<file path="src/design/dcrr_pkg.sv">
// Shared types, constants and the CRC-32 byte update for the dual-copy record resolver.
package dcrr_pkg;

  localparam int unsigned DEF_HDR_BYTES    = 32;
  localparam int unsigned DEF_BODY_BYTES   = 96;
  localparam int unsigned DEF_SEQ_OFFSET   = 8;
  localparam int unsigned DEF_CRC_OFFSET   = 12;
  localparam int unsigned DEF_FLAGS_OFFSET = 16;

  localparam int unsigned MAGIC_OFFSET  = 0;
  localparam int unsigned SCHEMA_OFFSET = 4;
  localparam int unsigned LENGTH_OFFSET = 6;

  localparam logic [31:0] CRC_SEED = 32'hFFFF_FFFF;
  localparam logic [31:0] CRC_POLY = 32'hEDB8_8320;

  localparam logic [31:0] MAX_SCHEMA_RESET = 32'd1;

  // Configuration register indexes
  typedef enum logic [0:0] {
    REG_EXPECTED_MAGIC = 1'b0,
    REG_MAX_SCHEMA     = 1'b1
  } cfg_reg_t;

  // Verdict of the copy in flight, including the byte being processed
  typedef struct packed {
    logic        ok;
    logic [31:0] seq;
    logic [31:0] flags;
  } copy_verdict_t;

  typedef struct packed {
    logic        config_found;
    logic        chosen_copy;
    logic [31:0] chosen_seq;
    logic [31:0] chosen_flags;
    logic        first_valid;
    logic        second_valid;
    logic [31:0] next_seq;
    logic        write_target;
  } result_t;

  // Reflected CRC-32, one byte, bit at a time (eight narrow steps)
  function automatic logic [31:0] crc_byte(input logic [31:0] crc_in, input logic [7:0] b);
    logic [31:0] c;
    c = crc_in ^ {24'd0, b};
    for (int i = 0; i < 8; i++) begin
      c = c[0] ? ((c >> 1) ^ CRC_POLY) : (c >> 1);
    end
    return c;
  endfunction

endpackage

</file>
<file path="src/design/dual_copy_record_resolver.sv">
// Top level of the dual-copy record resolver: input register, copy tracking, result register.
//
//   channel  direction  handshake              payload
//   in       sink       in_valid / in_ready    data_byte, copy_index, read_fault, last_byte
//   out      source     out_valid / out_ready  config_found ... write_target
//   cfg      sink       cfg_valid / cfg_ready  cfg_index, cfg_data
//
// One byte per cycle sustained. A byte sits in the input register, where the
// header capture, the unrolled CRC-32 byte update and the verdict run; the result of the
// last byte of copy 1 is written to the output register when that byte steps out of it.
// A stalled result blocks only the closing byte of the next copy 1 and the input behind it;
// all other bytes flow.
// rst is synchronous; it clears all copy state and sets the registers to their reset values.
module dual_copy_record_resolver #(
  parameter int unsigned HDR_BYTES    = dcrr_pkg::DEF_HDR_BYTES,
  parameter int unsigned BODY_BYTES   = dcrr_pkg::DEF_BODY_BYTES,
  parameter int unsigned SEQ_OFFSET   = dcrr_pkg::DEF_SEQ_OFFSET,
  parameter int unsigned CRC_OFFSET   = dcrr_pkg::DEF_CRC_OFFSET,
  parameter int unsigned FLAGS_OFFSET = dcrr_pkg::DEF_FLAGS_OFFSET
) (
  input  logic        clk,
  input  logic        rst,

  input  logic        in_valid,
  output logic        in_ready,
  input  logic [7:0]  data_byte,
  input  logic        copy_index,
  input  logic        read_fault,
  input  logic        last_byte,

  output logic        out_valid,
  input  logic        out_ready,
  output logic        config_found,
  output logic        chosen_copy,
  output logic [31:0] chosen_seq,
  output logic [31:0] chosen_flags,
  output logic        first_valid,
  output logic        second_valid,
  output logic [31:0] next_seq,
  output logic        write_target,

  input  logic        cfg_valid,
  output logic        cfg_ready,
  input  logic [0:0]  cfg_index,
  input  logic [31:0] cfg_data
);
  import dcrr_pkg::*;

  logic [31:0]   expected_magic;
  logic [15:0]   max_schema;

  logic          s1_valid;
  logic [7:0]    s1_byte;
  logic          s1_copy;
  logic          s1_fault;
  logic          s1_last;

  logic          out_free;
  logic          step;
  logic          report;
  copy_verdict_t verdict;
  result_t       result;
  result_t       out_res;

  assign cfg_ready = 1'b1;

  always_ff @(posedge clk) begin
    if (rst) begin
      expected_magic <= '0;
      max_schema     <= MAX_SCHEMA_RESET[15:0];
    end else if (cfg_valid) begin
      case (cfg_reg_t'(cfg_index))
        REG_EXPECTED_MAGIC: expected_magic <= cfg_data;
        REG_MAX_SCHEMA:     max_schema     <= cfg_data[15:0];
        default: ;
      endcase
    end
  end

  // only the closing byte of copy 1 needs room in the output register
  assign out_free = !out_valid || out_ready;
  assign step     = s1_valid && (!(s1_last && s1_copy) || out_free);
  assign in_ready = !s1_valid || step;

  always_ff @(posedge clk) begin
    if (rst) begin
      s1_valid <= 1'b0;
    end else if (in_ready) begin
      s1_valid <= in_valid;
    end
  end

  always_ff @(posedge clk) begin
    if (in_ready && in_valid) begin
      s1_byte  <= data_byte;
      s1_copy  <= copy_index;
      s1_fault <= read_fault;
      s1_last  <= last_byte;
    end
  end

  dcrr_copy_track #(
    .HDR_BYTES   (HDR_BYTES),
    .BODY_BYTES  (BODY_BYTES),
    .SEQ_OFFSET  (SEQ_OFFSET),
    .CRC_OFFSET  (CRC_OFFSET),
    .FLAGS_OFFSET(FLAGS_OFFSET)
  ) u_track (
    .clk           (clk),
    .rst           (rst),
    .step          (step),
    .data_byte     (s1_byte),
    .read_fault    (s1_fault),
    .last_byte     (s1_last),
    .expected_magic(expected_magic),
    .max_schema    (max_schema),
    .verdict       (verdict)
  );

  dcrr_select u_select (
    .clk       (clk),
    .rst       (rst),
    .step      (step),
    .copy_index(s1_copy),
    .last_byte (s1_last),
    .verdict   (verdict),
    .report    (report),
    .result    (result)
  );

  always_ff @(posedge clk) begin
    if (rst) begin
      out_valid <= 1'b0;
    end else if (report) begin
      out_valid <= 1'b1;
    end else if (out_ready) begin
      out_valid <= 1'b0;
    end
  end

  always_ff @(posedge clk) begin
    if (report) begin
      out_res <= result;
    end
  end

  assign config_found = out_res.config_found;
  assign chosen_copy  = out_res.chosen_copy;
  assign chosen_seq   = out_res.chosen_seq;
  assign chosen_flags = out_res.chosen_flags;
  assign first_valid  = out_res.first_valid;
  assign second_valid = out_res.second_valid;
  assign next_seq     = out_res.next_seq;
  assign write_target = out_res.write_target;

endmodule

</file>
<file path="src/design/dcrr_copy_track.sv">
// Per-copy header capture, body CRC-32 and integrity verdict.
module dcrr_copy_track #(
  parameter int unsigned HDR_BYTES    = dcrr_pkg::DEF_HDR_BYTES,
  parameter int unsigned BODY_BYTES   = dcrr_pkg::DEF_BODY_BYTES,
  parameter int unsigned SEQ_OFFSET   = dcrr_pkg::DEF_SEQ_OFFSET,
  parameter int unsigned CRC_OFFSET   = dcrr_pkg::DEF_CRC_OFFSET,
  parameter int unsigned FLAGS_OFFSET = dcrr_pkg::DEF_FLAGS_OFFSET
) (
  input  logic                    clk,
  input  logic                    rst,
  input  logic                    step,
  input  logic [7:0]              data_byte,
  input  logic                    read_fault,
  input  logic                    last_byte,
  input  logic [31:0]             expected_magic,
  input  logic [15:0]             max_schema,
  output dcrr_pkg::copy_verdict_t verdict
);
  import dcrr_pkg::*;

  localparam int unsigned REC_LEN = HDR_BYTES + BODY_BYTES;
  localparam int unsigned CNT_W   = $clog2(REC_LEN + 1);

  logic [31:0]      crc_reg;
  logic [CNT_W-1:0] byte_count;
  logic [31:0]      magic_word;
  logic [15:0]      schema_word;
  logic [15:0]      length_word;
  logic [31:0]      seq_word;
  logic [31:0]      stored_crc;
  logic [31:0]      flags_word;
  logic             fault_seen;

  logic [31:0]      crc_next;
  logic [CNT_W-1:0] byte_count_next;
  logic [31:0]      magic_word_next;
  logic [15:0]      schema_word_next;
  logic [15:0]      length_word_next;
  logic [31:0]      seq_word_next;
  logic [31:0]      stored_crc_next;
  logic [31:0]      flags_word_next;
  logic             fault_seen_next;
  logic [31:0]      pos;

  assign pos = {{(32 - CNT_W){1'b0}}, byte_count};

  always_comb begin
    crc_next         = crc_reg;
    byte_count_next  = byte_count;
    magic_word_next  = magic_word;
    schema_word_next = schema_word;
    length_word_next = length_word;
    seq_word_next    = seq_word;
    stored_crc_next  = stored_crc;
    flags_word_next  = flags_word;
    fault_seen_next  = fault_seen | read_fault;
    // data of bytes past the record is ignored (their read faults still count), count saturates
    if (byte_count < CNT_W'(REC_LEN)) begin
      for (int k = 0; k < 4; k++) begin
        if (pos == 32'(MAGIC_OFFSET + k)) magic_word_next[8*k +: 8] = data_byte;
        if (pos == 32'(SEQ_OFFSET + k))   seq_word_next[8*k +: 8]   = data_byte;
        if (pos == 32'(CRC_OFFSET + k))   stored_crc_next[8*k +: 8] = data_byte;
        if (pos == 32'(FLAGS_OFFSET + k)) flags_word_next[8*k +: 8] = data_byte;
      end
      for (int k = 0; k < 2; k++) begin
        if (pos == 32'(SCHEMA_OFFSET + k)) schema_word_next[8*k +: 8] = data_byte;
        if (pos == 32'(LENGTH_OFFSET + k)) length_word_next[8*k +: 8] = data_byte;
      end
      if (byte_count >= CNT_W'(HDR_BYTES)) crc_next = crc_byte(crc_reg, data_byte);
      byte_count_next = byte_count + CNT_W'(1);
    end
  end

  always_comb begin
    verdict.ok = !fault_seen_next
              && (byte_count_next == CNT_W'(REC_LEN))
              && (magic_word_next == expected_magic)
              && (schema_word_next <= max_schema)
              && (length_word_next == 16'(REC_LEN))
              && (stored_crc_next == (crc_next ^ CRC_SEED));
    verdict.seq   = seq_word_next;
    verdict.flags = flags_word_next;
  end

  always_ff @(posedge clk) begin
    if (rst || (step && last_byte)) begin
      crc_reg     <= CRC_SEED;
      byte_count  <= '0;
      magic_word  <= '0;
      schema_word <= '0;
      length_word <= '0;
      seq_word    <= '0;
      stored_crc  <= '0;
      flags_word  <= '0;
      fault_seen  <= 1'b0;
    end else if (step) begin
      crc_reg     <= crc_next;
      byte_count  <= byte_count_next;
      magic_word  <= magic_word_next;
      schema_word <= schema_word_next;
      length_word <= length_word_next;
      seq_word    <= seq_word_next;
      stored_crc  <= stored_crc_next;
      flags_word  <= flags_word_next;
      fault_seen  <= fault_seen_next;
    end
  end

endmodule

</file>
<file path="src/design/dcrr_select.sv">
// Copy 0 verdict hold and the copy selection / commit plan.
module dcrr_select (
  input  logic                    clk,
  input  logic                    rst,
  input  logic                    step,
  input  logic                    copy_index,
  input  logic                    last_byte,
  input  dcrr_pkg::copy_verdict_t verdict,
  output logic                    report,
  output dcrr_pkg::result_t       result
);
  import dcrr_pkg::*;

  logic        slot0_valid;
  logic [31:0] slot0_seq;
  logic [31:0] slot0_flags;

  logic        v0;
  logic        v1;
  logic [31:0] s0;
  logic [31:0] s1;
  logic        s0_ge;

  assign report = step && last_byte && copy_index;

  always_comb begin
    v0    = slot0_valid;
    v1    = verdict.ok;
    s0    = v0 ? slot0_seq : 32'd0;
    s1    = v1 ? verdict.seq : 32'd0;
    s0_ge = (s0 >= s1);

    result.config_found = v0 | v1;
    result.first_valid  = v0;
    result.second_valid = v1;
    result.next_seq     = (s0_ge ? s0 : s1) + 32'd1;

    if (v0 && (!v1 || s0_ge)) begin
      result.chosen_copy  = 1'b0;
      result.chosen_seq   = s0;
      result.chosen_flags = slot0_flags;
    end else if (v1) begin
      result.chosen_copy  = 1'b1;
      result.chosen_seq   = s1;
      result.chosen_flags = verdict.flags;
    end else begin
      result.chosen_copy  = 1'b0;
      result.chosen_seq   = 32'd0;
      result.chosen_flags = 32'd0;
    end

    // tie on sequence overwrites copy 0
    if (!v0)      result.write_target = 1'b0;
    else if (!v1) result.write_target = 1'b1;
    else          result.write_target = (s0 <= s1) ? 1'b0 : 1'b1;
  end

  always_ff @(posedge clk) begin
    if (rst || report) begin
      slot0_valid <= 1'b0;
      slot0_seq   <= '0;
      slot0_flags <= '0;
    end else if (step && last_byte) begin
      slot0_valid <= verdict.ok;
      slot0_seq   <= verdict.seq;
      slot0_flags <= verdict.flags;
    end
  end

endmodule

</file>
<file path="config.mk">
export PLATFORM = sky130hd
export DESIGN_NAME = dual_copy_record_resolver
export DESIGN_NICKNAME = d
export VERILOG_FILES = /design/src/design/dcrr_pkg.sv /design/src/design/dual_copy_record_resolver.sv /design/src/design/dcrr_copy_track.sv /design/src/design/dcrr_select.sv
export SDC_FILE = /design/constraint.sdc
export NUM_CORES = 1
export LEC_CHECK = 0
export ABC_AREA = 1
export BUFFER_PORTS_ARGS = -buffer_cell sky130_fd_sc_hd__buf_2
export CORE_MARGIN = 2
export CORE_UTILIZATION = 45
export CTS_BUF_LIST = sky130_fd_sc_hd__clkbuf_4
export DETAILED_ROUTE_END_ITERATION = 6
export PLACE_DENSITY = 0.61
export SETUP_SLACK_MARGIN = 0.4
export SYNTH_ARGS = -nofsm -noshare
export SYNTH_HDL_FRONTEND = slang
export SYNTH_SLANG_ARGS = --single-unit
export TNS_END_PERCENT = 20
</file>
<file path="constraint.sdc">
create_clock -name clk -period 10.24 [get_ports clk]
set_clock_uncertainty 0.05 [all_clocks]
set_input_delay 0.512 -clock clk [delete_from_list [all_inputs] [get_ports clk]]
set_output_delay 0.512 -clock clk [all_outputs]
set_load 0.005 [all_outputs]
</file>
* After elaboration in Yosys (flattened, before gate mapping)
Cells that the tools add are included. Widths: inputs -> output; s select.
Cells by class: $add $sub $neg 2, order comparisons 5, reduce and logical (&&, ||, !) cells 26, equal/unequal tests 23, muxes and demuxes 46, bitwise logic cells 13
Operators by type and width (number):
- $mux 32 | 17
- $mux 8 | 21
- $not 13->14 | 8
- $mux 65 | 1
- $eq 32x32->1 | 2
- $eq 8x4->1 const B | 8
- $mux 64 | 1
- $add 32x1->32 const B | 1
- $eq 8x3->1 const B | 4
- $eq 8x5->1 const B | 4
- $ge 32x32->1 | 1
- $le 32x32->1 | 1
- $logic_not 32->1 | 1
- $mux 16 | 2
- $not 32->32 | 1
- $xor 32x8->32 | 1
- $eq 16x8->1 const B | 1
- $eq 8x2->1 const B | 2
- $le 16x16->1 | 1
- $logic_and 1x1->1 | 11
- $add 8x1->8 const B | 1
- $eq 8x1->1 const B | 1
- $eq 8x8->1 const B | 1
- $ge 8x6->1 const B | 1
- other kinds (8) | 22
Word-level totals: bits of input ports 49, output and inout port bits 104, register bits after elaboration 428

* Depth between registers and ports, before layout
Gate-level depths: netlist of the first run.
depth in word-level cells 27, gate-level depth with buffers 55, gate-level depth less buffers 51

* Hierarchy
A second synthesis of the first run with hierarchy kept.
Unflattened totals: cell total of the unflattened synthesis 3590, area total of the unflattened synthesis 24008.0 um2
Modules (own cells, without submodules):
- dcrr_copy_track | cells an instance 2202, sequential area each 4023.9 um2, instances 1, area each 12891.1 um2
- dcrr_select | cells an instance 1049, sequential area each 1301.2 um2, instances 1, area each 5989.5 um2
- dual_copy_record_resolver | cells an instance 339, sequential area each 4364.2 um2, instances 1, area each 5127.4 um2

* Least setup slack after synthesis of the first run
OpenSTA, ideal clock, no wires.
path kind register -> register, start reg u_track.byte_count[7], end reg out_res (netlist bit next_seq[24]), data pin, data required time 9938 ps, arrival time 6033 ps, library setup time 252 ps, stages on the path, launching flop included 54, path slack 3905 ps, path buffers 5, period minus slack after synthesis 6335 ps, cell sequence dfxtp_1 > nor2_2 > nand2_4 > buf_6 > nor2_1 > nand3_1 > clkbuf_1 > o21ai_0 > inv_1 > ha_1 > nand2_1 > inv_1 > nor2_1 > o21a_1 > nand2_1 > nand2_1 > nand2_1 > nand2_1 > [18 not listed] > nand2_1 > o211ai_1 > nand2_1 > o2111ai_1 > nand2_1 > nand2_1 > a21oi_1 > clkinv_1 > clkbuf_1 > o21ai_1 > ha_1 > nand3_2 > inv_2 > nand2_1 > inv_1 > nand2_1 > nand2_1 > nand2_1
RTL lines:
- start, declared | RTL line dcrr_copy_track.sv:25 | logic [CNT_W-1:0] byte_count;
- start signal, assigned | RTL line dcrr_copy_track.sv:98 | byte_count <= byte_count_next;
- end signal, assigned | RTL line dual_copy_record_resolver.sv:143 | out_res <= result;
- end, declared | RTL line dual_copy_record_resolver.sv:63 | result_t out_res;

==> results of run 1 <==
[what timing repair did]
action,in CTS,in global routing
setup endpoints to repair,0,0
hold buffers,48,0
hold endpoints to repair,61,0
[report_power, final]
group	switching (W)	internal, W	total, W
registers	0.0000466	0.00182	0.00186
clock network	0.000727	0.000796	0.00152
logic	0.000421	0.000197	0.000617
total	0.00119	0.00281	0.00400
[kinds of logic (layout without fill, tap and decap cells)]
family	Yosys count	after routing	synth area share
adder cells (fa/ha/maj)	53	53	0.0277
buffers and inverters	780	1042	0.126
AO/OA/AOI/OAI	669	669	0.163
XOR/XNOR	23	23	0.00841
flip-flops	428	428	0.405
other	1	3	0.000157
AND/OR/NAND/NOR	1597	1597	0.270
[final timing paths]
| check | depth (start not counted) | startpoint | endpoint |
|---|---|---|---|
| hold reg to reg | 2 | u_track.fault_seen | u_track.fault_seen |
| hold / removal | 5 | cfg_index | expected_magic[29] |
| setup / recovery | 45 | u_track.byte_count[7] | next_seq[24] |
| setup reg to reg | 45 | u_track.byte_count[7] | next_seq[24] |
[metrics by stage]
stage	cell area [sq um]	power [W]	utilization	hold slack, ns	std cells
after floorplan	23900	0.00232	-	0.356	3551
after global placement	25100	0.00249	0.478	0.387	4246
after detailed placement	25100	0.00250	0.478	0.384	4246
after CTS	27100	0.00405	0.515	0.00872	4501
after global routing	27100	0.00424	0.515	0.118	4503
final	27100	0.00400	0.515	0.103	4503
[cell usage after synthesis, types with 2 or more instances]
master                        n
sky130_fd_sc_hd__dfxtp_1    316
sky130_fd_sc_hd__inv_2       14
sky130_fd_sc_hd__o21ai_1     17
sky130_fd_sc_hd__buf_4       10
sky130_fd_sc_hd__xnor2_1      7
sky130_fd_sc_hd__buf_6        2
sky130_fd_sc_hd__o21ai_0    270
sky130_fd_sc_hd__nand4_1     46
sky130_fd_sc_hd__nand2_2      6
sky130_fd_sc_hd__nor2_4       4
sky130_fd_sc_hd__a21oi_1    144
sky130_fd_sc_hd__xor2_1      16
sky130_fd_sc_hd__nor3_1       2
sky130_fd_sc_hd__nor2_2      18
sky130_fd_sc_hd__nand2_1   1161
sky130_fd_sc_hd__ha_1        53
sky130_fd_sc_hd__o22ai_1     32
sky130_fd_sc_hd__inv_1      585
sky130_fd_sc_hd__buf_2       30
sky130_fd_sc_hd__a211oi_1     2
sky130_fd_sc_hd__or2_2        3
sky130_fd_sc_hd__buf_1       16
sky130_fd_sc_hd__nand3_1    131
sky130_fd_sc_hd__nor4_1       2
sky130_fd_sc_hd__nor2_1     207
sky130_fd_sc_hd__o211ai_1   167
sky130_fd_sc_hd__nand3b_1    13
sky130_fd_sc_hd__clkbuf_1   122
sky130_fd_sc_hd__edfxtp_1   112
sky130_fd_sc_hd__o21a_1      34
[layer usage]
layer	up-vias	global-route usage	wire length, um
li1	11800	-	-
met1	10200	0.333	32000
met2	666	0.395	30800
met3	123	0.0414	4060
met4	0	0.0955	1890
met5	-	0	0
[layout make-up]
| cell class | count | area share |
|---|---|---|
| tap | 688 | 0.0318 |
| antenna | 2 | 0.000185 |
| inverter | 600 | 0.0837 |
| clock inverter | 26 | 0.00416 |
| timing repair buffer | 235 | 0.0556 |
| multi-input combinational | 2343 | 0.417 |
| clock buffer | 181 | 0.0502 |
| sequential | 428 | 0.358 |
[critical path: cells and delay by family, from the launching register on]
kind | cells | cell delay, ns
AOI/OAI and AO/OA | 9 | 2.13
and+or+nand+nor | 23 | 3.08
DFF | 1 | 0.39
adders and majority gates | 3 | 0.93
buffers and inverters | 10 | 1.75
==> results summary, run 1 <==
In the layout the commonest cells are sky130_fd_sc_hd__nand2_1, sky130_fd_sc_hd__inv_1, sky130_fd_sc_hd__dfxtp_1, sky130_fd_sc_hd__o21ai_0, sky130_fd_sc_hd__nor2_1. The power per standard cell area came out at 148 nW/um^2. The gate count of the mapped netlist is 3551. The fraction of the yosys area taken by sequential cells came out at 0.405.

The clock-pin transition on the worst setup and hold timing paths came out at 0.06 ns. Entering global routing, the biggest net connects 147 pins. In the final design database the tool counted 3825 nets. Among all flip-flop cells after synthesis, the most frequent one is sky130_fd_sc_hd__dfxtp_1.

The number of instances resized during post-cts repair came out at 0. The data arrival time at the worst-slack endpoint is 9.19 ns. The H-tree was split into 3 levels. The area growth from synthesis to layout came out at 13.1%. Of the post-synthesis cell area, the dominant cell type holds 0.264.

The sequential cell area came out at 9690 sq um. At the end of routability-driven placement, the weighted congestion stood at 0.935. The accumulated negative setup slack is 0 ns. The net count after synthesis is 3653. The multi-input combinational cells in the finished layout cover a total of 11300 sq um.

The slack of the critical path is 1.61 ns. The slack of the worst reg-to-reg path is 1.61 ns. The combined area of all synthesized cells came out at 23900 sq um. The aggregate global routing overflow is 0. After detailed routing, the number of remaining DRC violations is 0. The most frequent cell on the critical path is sky130_fd_sc_hd__nand2_1. The horizontal extent of the die came out at 235 um.

The post-CTS setup buffer count came out at 0. In the final layout, the share of cells above drive strength 1 is 0.114. The clock latency on the worst-skew pair is 0.90 ns.

The post-synthesis cell type with the largest combined area is sky130_fd_sc_hd__dfxtp_1. The class of the tightest hold or removal check is in -> reg. The total CTS buffers is 115. For this configuration, the core starts out at a cell density of 0.456. Among all stages on the critical path, the largest delay is contributed by sky130_fd_sc_hd__nand4_1.

The critical path startpoint category is a flop. The die is 235 um tall. The static leakage power came out at 13.6 nW. The total of max-cap violations came out at 0. The number of global-route vias before repair is 20.9k.

The count of different cell masters after synthesis is 39. The endpoint type of the worst setup path is a flop. The floorplan step defined a die boundary enclosing 55100 sq um. The critical path is of the reg -> reg type.

In this run, synthesis produced a sequential element count of 428. The run finished with clean final reports. The required time of the critical path is 10.80 ns. The number of antenna violations at the first check in global routing is 2. TritonCTS built the clock tree. Row generation in the floorplan step produced 84 rows. The largest stage delay on the critical path came out at 0.55 ns.

For this block, the initial DRC count from the detailed router was 1803. The count of yosys warnings during synthesis came out at 0. The via count of the routed design is 22.8k. The most common library cell in the layout ignoring fill and taps is sky130_fd_sc_hd__nand2_1.

The buffer cell driving the clock tree root is sky130_fd_sc_hd__clkbuf_4. The minimum setup slack after placement is 1.72 ns. The final max-slew violation count was 0. The fraction of synthesis flops using an asynchronous set or reset pin came out at 0.

The highest achievable clock rate came out at 116 MHz. The highest net fanout along the worst path came out at 32. After detailed routing, the average wire length per cell comes to 15.3 um. The number of vias per cell after detailed routing is 5.05.

The number of nets still failing antenna checks after routing came out at 0. The clock passes through at most 3 buffers. The placeable core region came out at 52600 sq um.

The number of filler instances in the final layout came out at 5429. The HPWL after detailed placement came out at 46100 um. The post-synthesis average cell area is 6.74 sq um.

The final period demand of the worst path is 8.63 ns. The number of endpoints with negative hold slack in the final report is 0. By area the synthesized netlist is led by sky130_fd_sc_hd__dfxtp_1, sky130_fd_sc_hd__nand2_1, sky130_fd_sc_hd__edfxtp_1. CTS saw 428 sinks. Before antenna repair, the detailed router went through 6 iterations. The count of port buffers added during placement came out at 151. The worst pin sits at a relative slew slack of 0.274. Dividing the final minimum period by the clock period gives 0.842. Setup repair after global routing left no endpoint under its margin. The wire length of the first global-routing pass is 110000 um.

The actual transition at the worst max-transition pin came out at 1.08 ns. The worst voltage drop across the vdd grid is 0.0896 mV. Across every metal layer, demand over resource in global routing totals 0.247.

The boundary pin count came out at 153. The setup violation total in the final timing report came out at 0. The count of flip-flops with a built-in enable after synthesis came out at 112. The final wirelength is 68700 um.
Note: power is estimated with default switching activity, not from simulation.
==> run 2, diff against run 1 <==
--- a/config.mk
+++ b/config.mk
@@ -5,7 +5,7 @@
 export SDC_FILE = /design/constraint.sdc
 export NUM_CORES = 1
 export LEC_CHECK = 0
-export ABC_AREA = 1
+export ABC_AREA = 0
 export BUFFER_PORTS_ARGS = -buffer_cell sky130_fd_sc_hd__buf_2
 export CORE_MARGIN = 2
 export CORE_UTILIZATION = 45
==> constraint.sdc (replaced) <==
create_clock -name clk -period 8.17 [get_ports clk]
set_clock_uncertainty 0.05 [all_clocks]
set_input_delay 0.4085 -clock clk [delete_from_list [all_inputs] [get_ports clk]]
set_output_delay 0.4085 -clock clk [all_outputs]
set_load 0.005 [all_outputs]
==> run 2 against run 1 <==
Net effect: synthesized cell count shrank 22%; worst hold slack lost 0.0050 ns; global-route usage grew 4.3 points; combinational power shrank 3.7%; critical path depth shrank 9; setup slack lost 1.2 ns; die area shrank 2.0%; largest power group unchanged; clock power grew 27%; first-iteration DRC count grew 11%; routed wire length grew 16%; design area grew 3.6%.
==> results summary, run 2 <==
The flow ran to the end, and the final reports show no timing, DRC or antenna violations. The cell count of the worst reg-to-reg path is 36. The TritonCTS clock tree is built. The critical path buffer and inverter count is 10.

In this run the static leakage power is 10.5 nW. The worst setup path is of the reg -> reg kind. The number of buffers on the longest clock path came out at 3. Dividing total power by cell area gives a power density of 171 nW/um^2.

The combined area of all synthesized cells came out at 23400 sq um. In this run the count of I/O pins placed on the die edge is 153. The area growth from synthesis to layout came out at 19.7%. The critical path depth is 36. Among all flip-flop cells after synthesis, the most frequent one is sky130_fd_sc_hd__dfxtp_1. The HPWL after detailed placement came out at 55400 um.

The placement row count is 83. The horizontal extent of the die came out at 232 um. The count of port buffers added during placement came out at 151.

Across all setup checks in the final design, the least slack found is 0.391 ns. The post-detailed-route DRC marker count is 0. At the worst endpoint, the required time is 8.74 ns.

Grouping stages by cell kind, the critical path spends the most delay in simple AND/OR/NAND/NOR gates. The wire length of the first global-routing pass is 120000 um. The number of vias per cell after detailed routing is 5.68. The highest achievable clock rate is 129 MHz.

The library cell used most frequently in the layout, excluding fill and tap cells, is sky130_fd_sc_hd__nand2_1. In the layout the commonest cells are sky130_fd_sc_hd__nand2_1, sky130_fd_sc_hd__dfxtp_1, sky130_fd_sc_hd__a21oi_1, sky130_fd_sc_hd__nor2_1, sky130_fd_sc_hd__clkbuf_4. Clock-pin slew was measured on the worst setup and hold paths at 0.07 ns. The largest net degree at the start of global routing is 87. The number of nets in the finished design came out at 3151.

Counting the buffers created by CTS gives 113. The wire length per cell after detailed routing is 20.8 um. For this run, asynchronously set or reset flops after synthesis account for 0. The number of antenna violations at the first check in global routing came out at 1. The count of flip-flops with a built-in enable after synthesis is 112. The count of yosys warnings during synthesis came out at 0. The final estimated routing congestion in global placement is 0.947.

The buffer cell driving the clock tree root is sky130_fd_sc_hd__clkbuf_4. For this run, the total global-route usage over all layers was measured as 0.289. Data arrives at the worst endpoint at 8.35 ns. The highest net fanout along the worst path came out at 7. The number of endpoints with negative hold slack in the final report came out at 0.

The first detailed-routing pass took 6 iterations. The final period demand of the worst path came out at 7.78 ns. The via count of the routed design came out at 21.7k.

The height of the die came out at 232 um. Along the worst hold path, the cell count comes to 3. The largest stage delay on the critical path is 0.44 ns.

The setup violation total in the final timing report is 0. The worst pin sits at a relative slew slack of 0.265. The worst setup path is launched from a flop. The ratio of cells with drive above 1 in the final layout is 0.192. The clock net in this run drives a total of 428 sinks. The number of nets still failing antenna checks after routing is 0. By count the netlist is led by sky130_fd_sc_hd__nand2_1, sky130_fd_sc_hd__dfxtp_1, sky130_fd_sc_hd__a21oi_1.

The aggregate global routing overflow is 0. For this design, the slowest cell found on the critical path is sky130_fd_sc_hd__or3b_4. Yosys instantiated no cell more often than sky130_fd_sc_hd__nand2_1.

The clock latency on the worst-skew pair came out at 0.88 ns. The worst voltage drop across the vdd grid is 0.132 mV. The fraction of the yosys area taken by sequential cells came out at 0.413. The gate count of the mapped netlist is 2783. The post-synthesis average cell area is 8.42 sq um. The die area is 53900 sq um. The count of different cell masters after synthesis is 92. The worst setup path is captured at a flop. The total of max-cap violations is 0. The count of H-tree levels built during CTS is 3.

The area fraction of the dominant cell type after synthesis came out at 0.270. The DRC violation total after the first TritonRoute iteration came out at 1998. In the finished design, the share of the clock period the worst path needs comes to 0.952. The net count after synthesis came out at 2885. The effective utilization at floorplan is 0.456. Setup repair after global routing could not meet its margin everywhere. The final wirelength came out at 79400 um.

Of all cell types, the one taking the most synthesized area is sky130_fd_sc_hd__dfxtp_1. The placeable core region came out at 51400 sq um. The final max-slew violation count is 0.

The synthesized design contains 428 register bits. At the pin with the least slew margin, the transition time is 1.10 ns. The class of the tightest hold or removal check is in -> reg.

Hold is met by 0.0982 ns. The number of global-route vias before repair is 20.5k. The minimum setup slack after placement came out at -0.221 ns. After synthesis, the cell types taking the most area are sky130_fd_sc_hd__dfxtp_1, sky130_fd_sc_hd__edfxtp_1, sky130_fd_sc_hd__nand2_1.
==> run 2: cell types whose count changed after synthesis, sizes merged, moves of 76 or more <==
cell,delta
a211oi,+97
xnor2,+83
inv,-544
nand2,-649
mux2i,+76
o21ai,-145
o211ai,-127
a21oi,+136
==> run 2: layout make-up <==
class | count | area [sq um]
Fill cell | 4790 | 23300
Multi-Input combinational cell | 2105 | 13300
Sequential cell | 428 | 9700
Timing Repair Buffer | 344 | 2500
Clock buffer | 159 | 1190
Tap cell | 680 | 851
Clock inverter | 49 | 285
Inverter | 57 | 214
Antenna cell | 1 | 2.50
==> run 2: per-layer routing <==
metal / part of all wire / global-route usage
met1: 0.44 / 0.393
met2: 0.46 / 0.464
met5: 0 / 0
met3: 0.070 / 0.0497
met4: 0.027 / 0.0986
==> run 2: cells by family (layout without fill, tap and decap cells) <==
| family | count (synthesis) | after routing | synth area share |
|---|---|---|---|
| adders and majority gates | 53 | 53 | 0.0283 |
| muxes | 88 | 88 | 0.0382 |
| xor gates and xnor gates | 157 | 157 | 0.0791 |
| other | 1 | 2 | 0.000160 |
| and+or+nand+nor | 1107 | 1107 | 0.218 |
| buffers and inverters | 250 | 609 | 0.0417 |
| AOI/OAI and AO/OA | 699 | 699 | 0.181 |
| DFF | 428 | 428 | 0.413 |
==> run 2: worst register-to-register path: cells and delay by family, from the launching register on <==
family / cells / cell delay [ns]
flops: 1 / 0.33
mux: 1 / 0.25
buf+inv: 10 / 1.57
xor+xnor: 1 / 0.15
fa+ha+maj: 2 / 0.47
simple gates: 13 / 2.64
compound gates: 9 / 2.06
==> run 2: repair_timing <==
item	CTS	global route
setup buffers	2	31
resized for setup	12	110
pin swaps	3	32
hold buffers	48	0
endpoints found under the setup margin	36	29
hold endpoints to repair	61	0
cloned	1	3
==> run 2: report_power, final <==
part | total (W) | internal [W] | switching (W)
Sequential | 0.00227 | 0.00222 | 0.0000479
Combinational | 0.000594 | 0.000236 | 0.000359
Clock | 0.00193 | 0.000996 | 0.000934
==> run 2: stage by stage <==
step | power, W | area [sq um] | setup TNS, ns | std cells | util
detailed placement | 0.00287 | 25200 | -1.62 | 3529 | 0.490
finish | 0.00480 | 28100 | 0 | 3823 | 0.546
global route | 0.00501 | 28100 | 0 | 3823 | 0.546
floorplan | 0.00267 | 23400 | 0 | 2783 | -
CTS | 0.00483 | 27300 | 0 | 3788 | 0.531
global placement | 0.00287 | 25200 | -0.0127 | 3529 | 0.490
==> run 2: final timing paths <==
path | start | end | slack (ns)
max | u_track.byte_count[6] | next_seq[27] | 0.39
min | rst | out_valid | 0.1
max reg2reg | u_track.byte_count[6] | next_seq[27] | 0.39
min reg2reg | u_track.length_word[6] | u_track.length_word[6] | 0.40
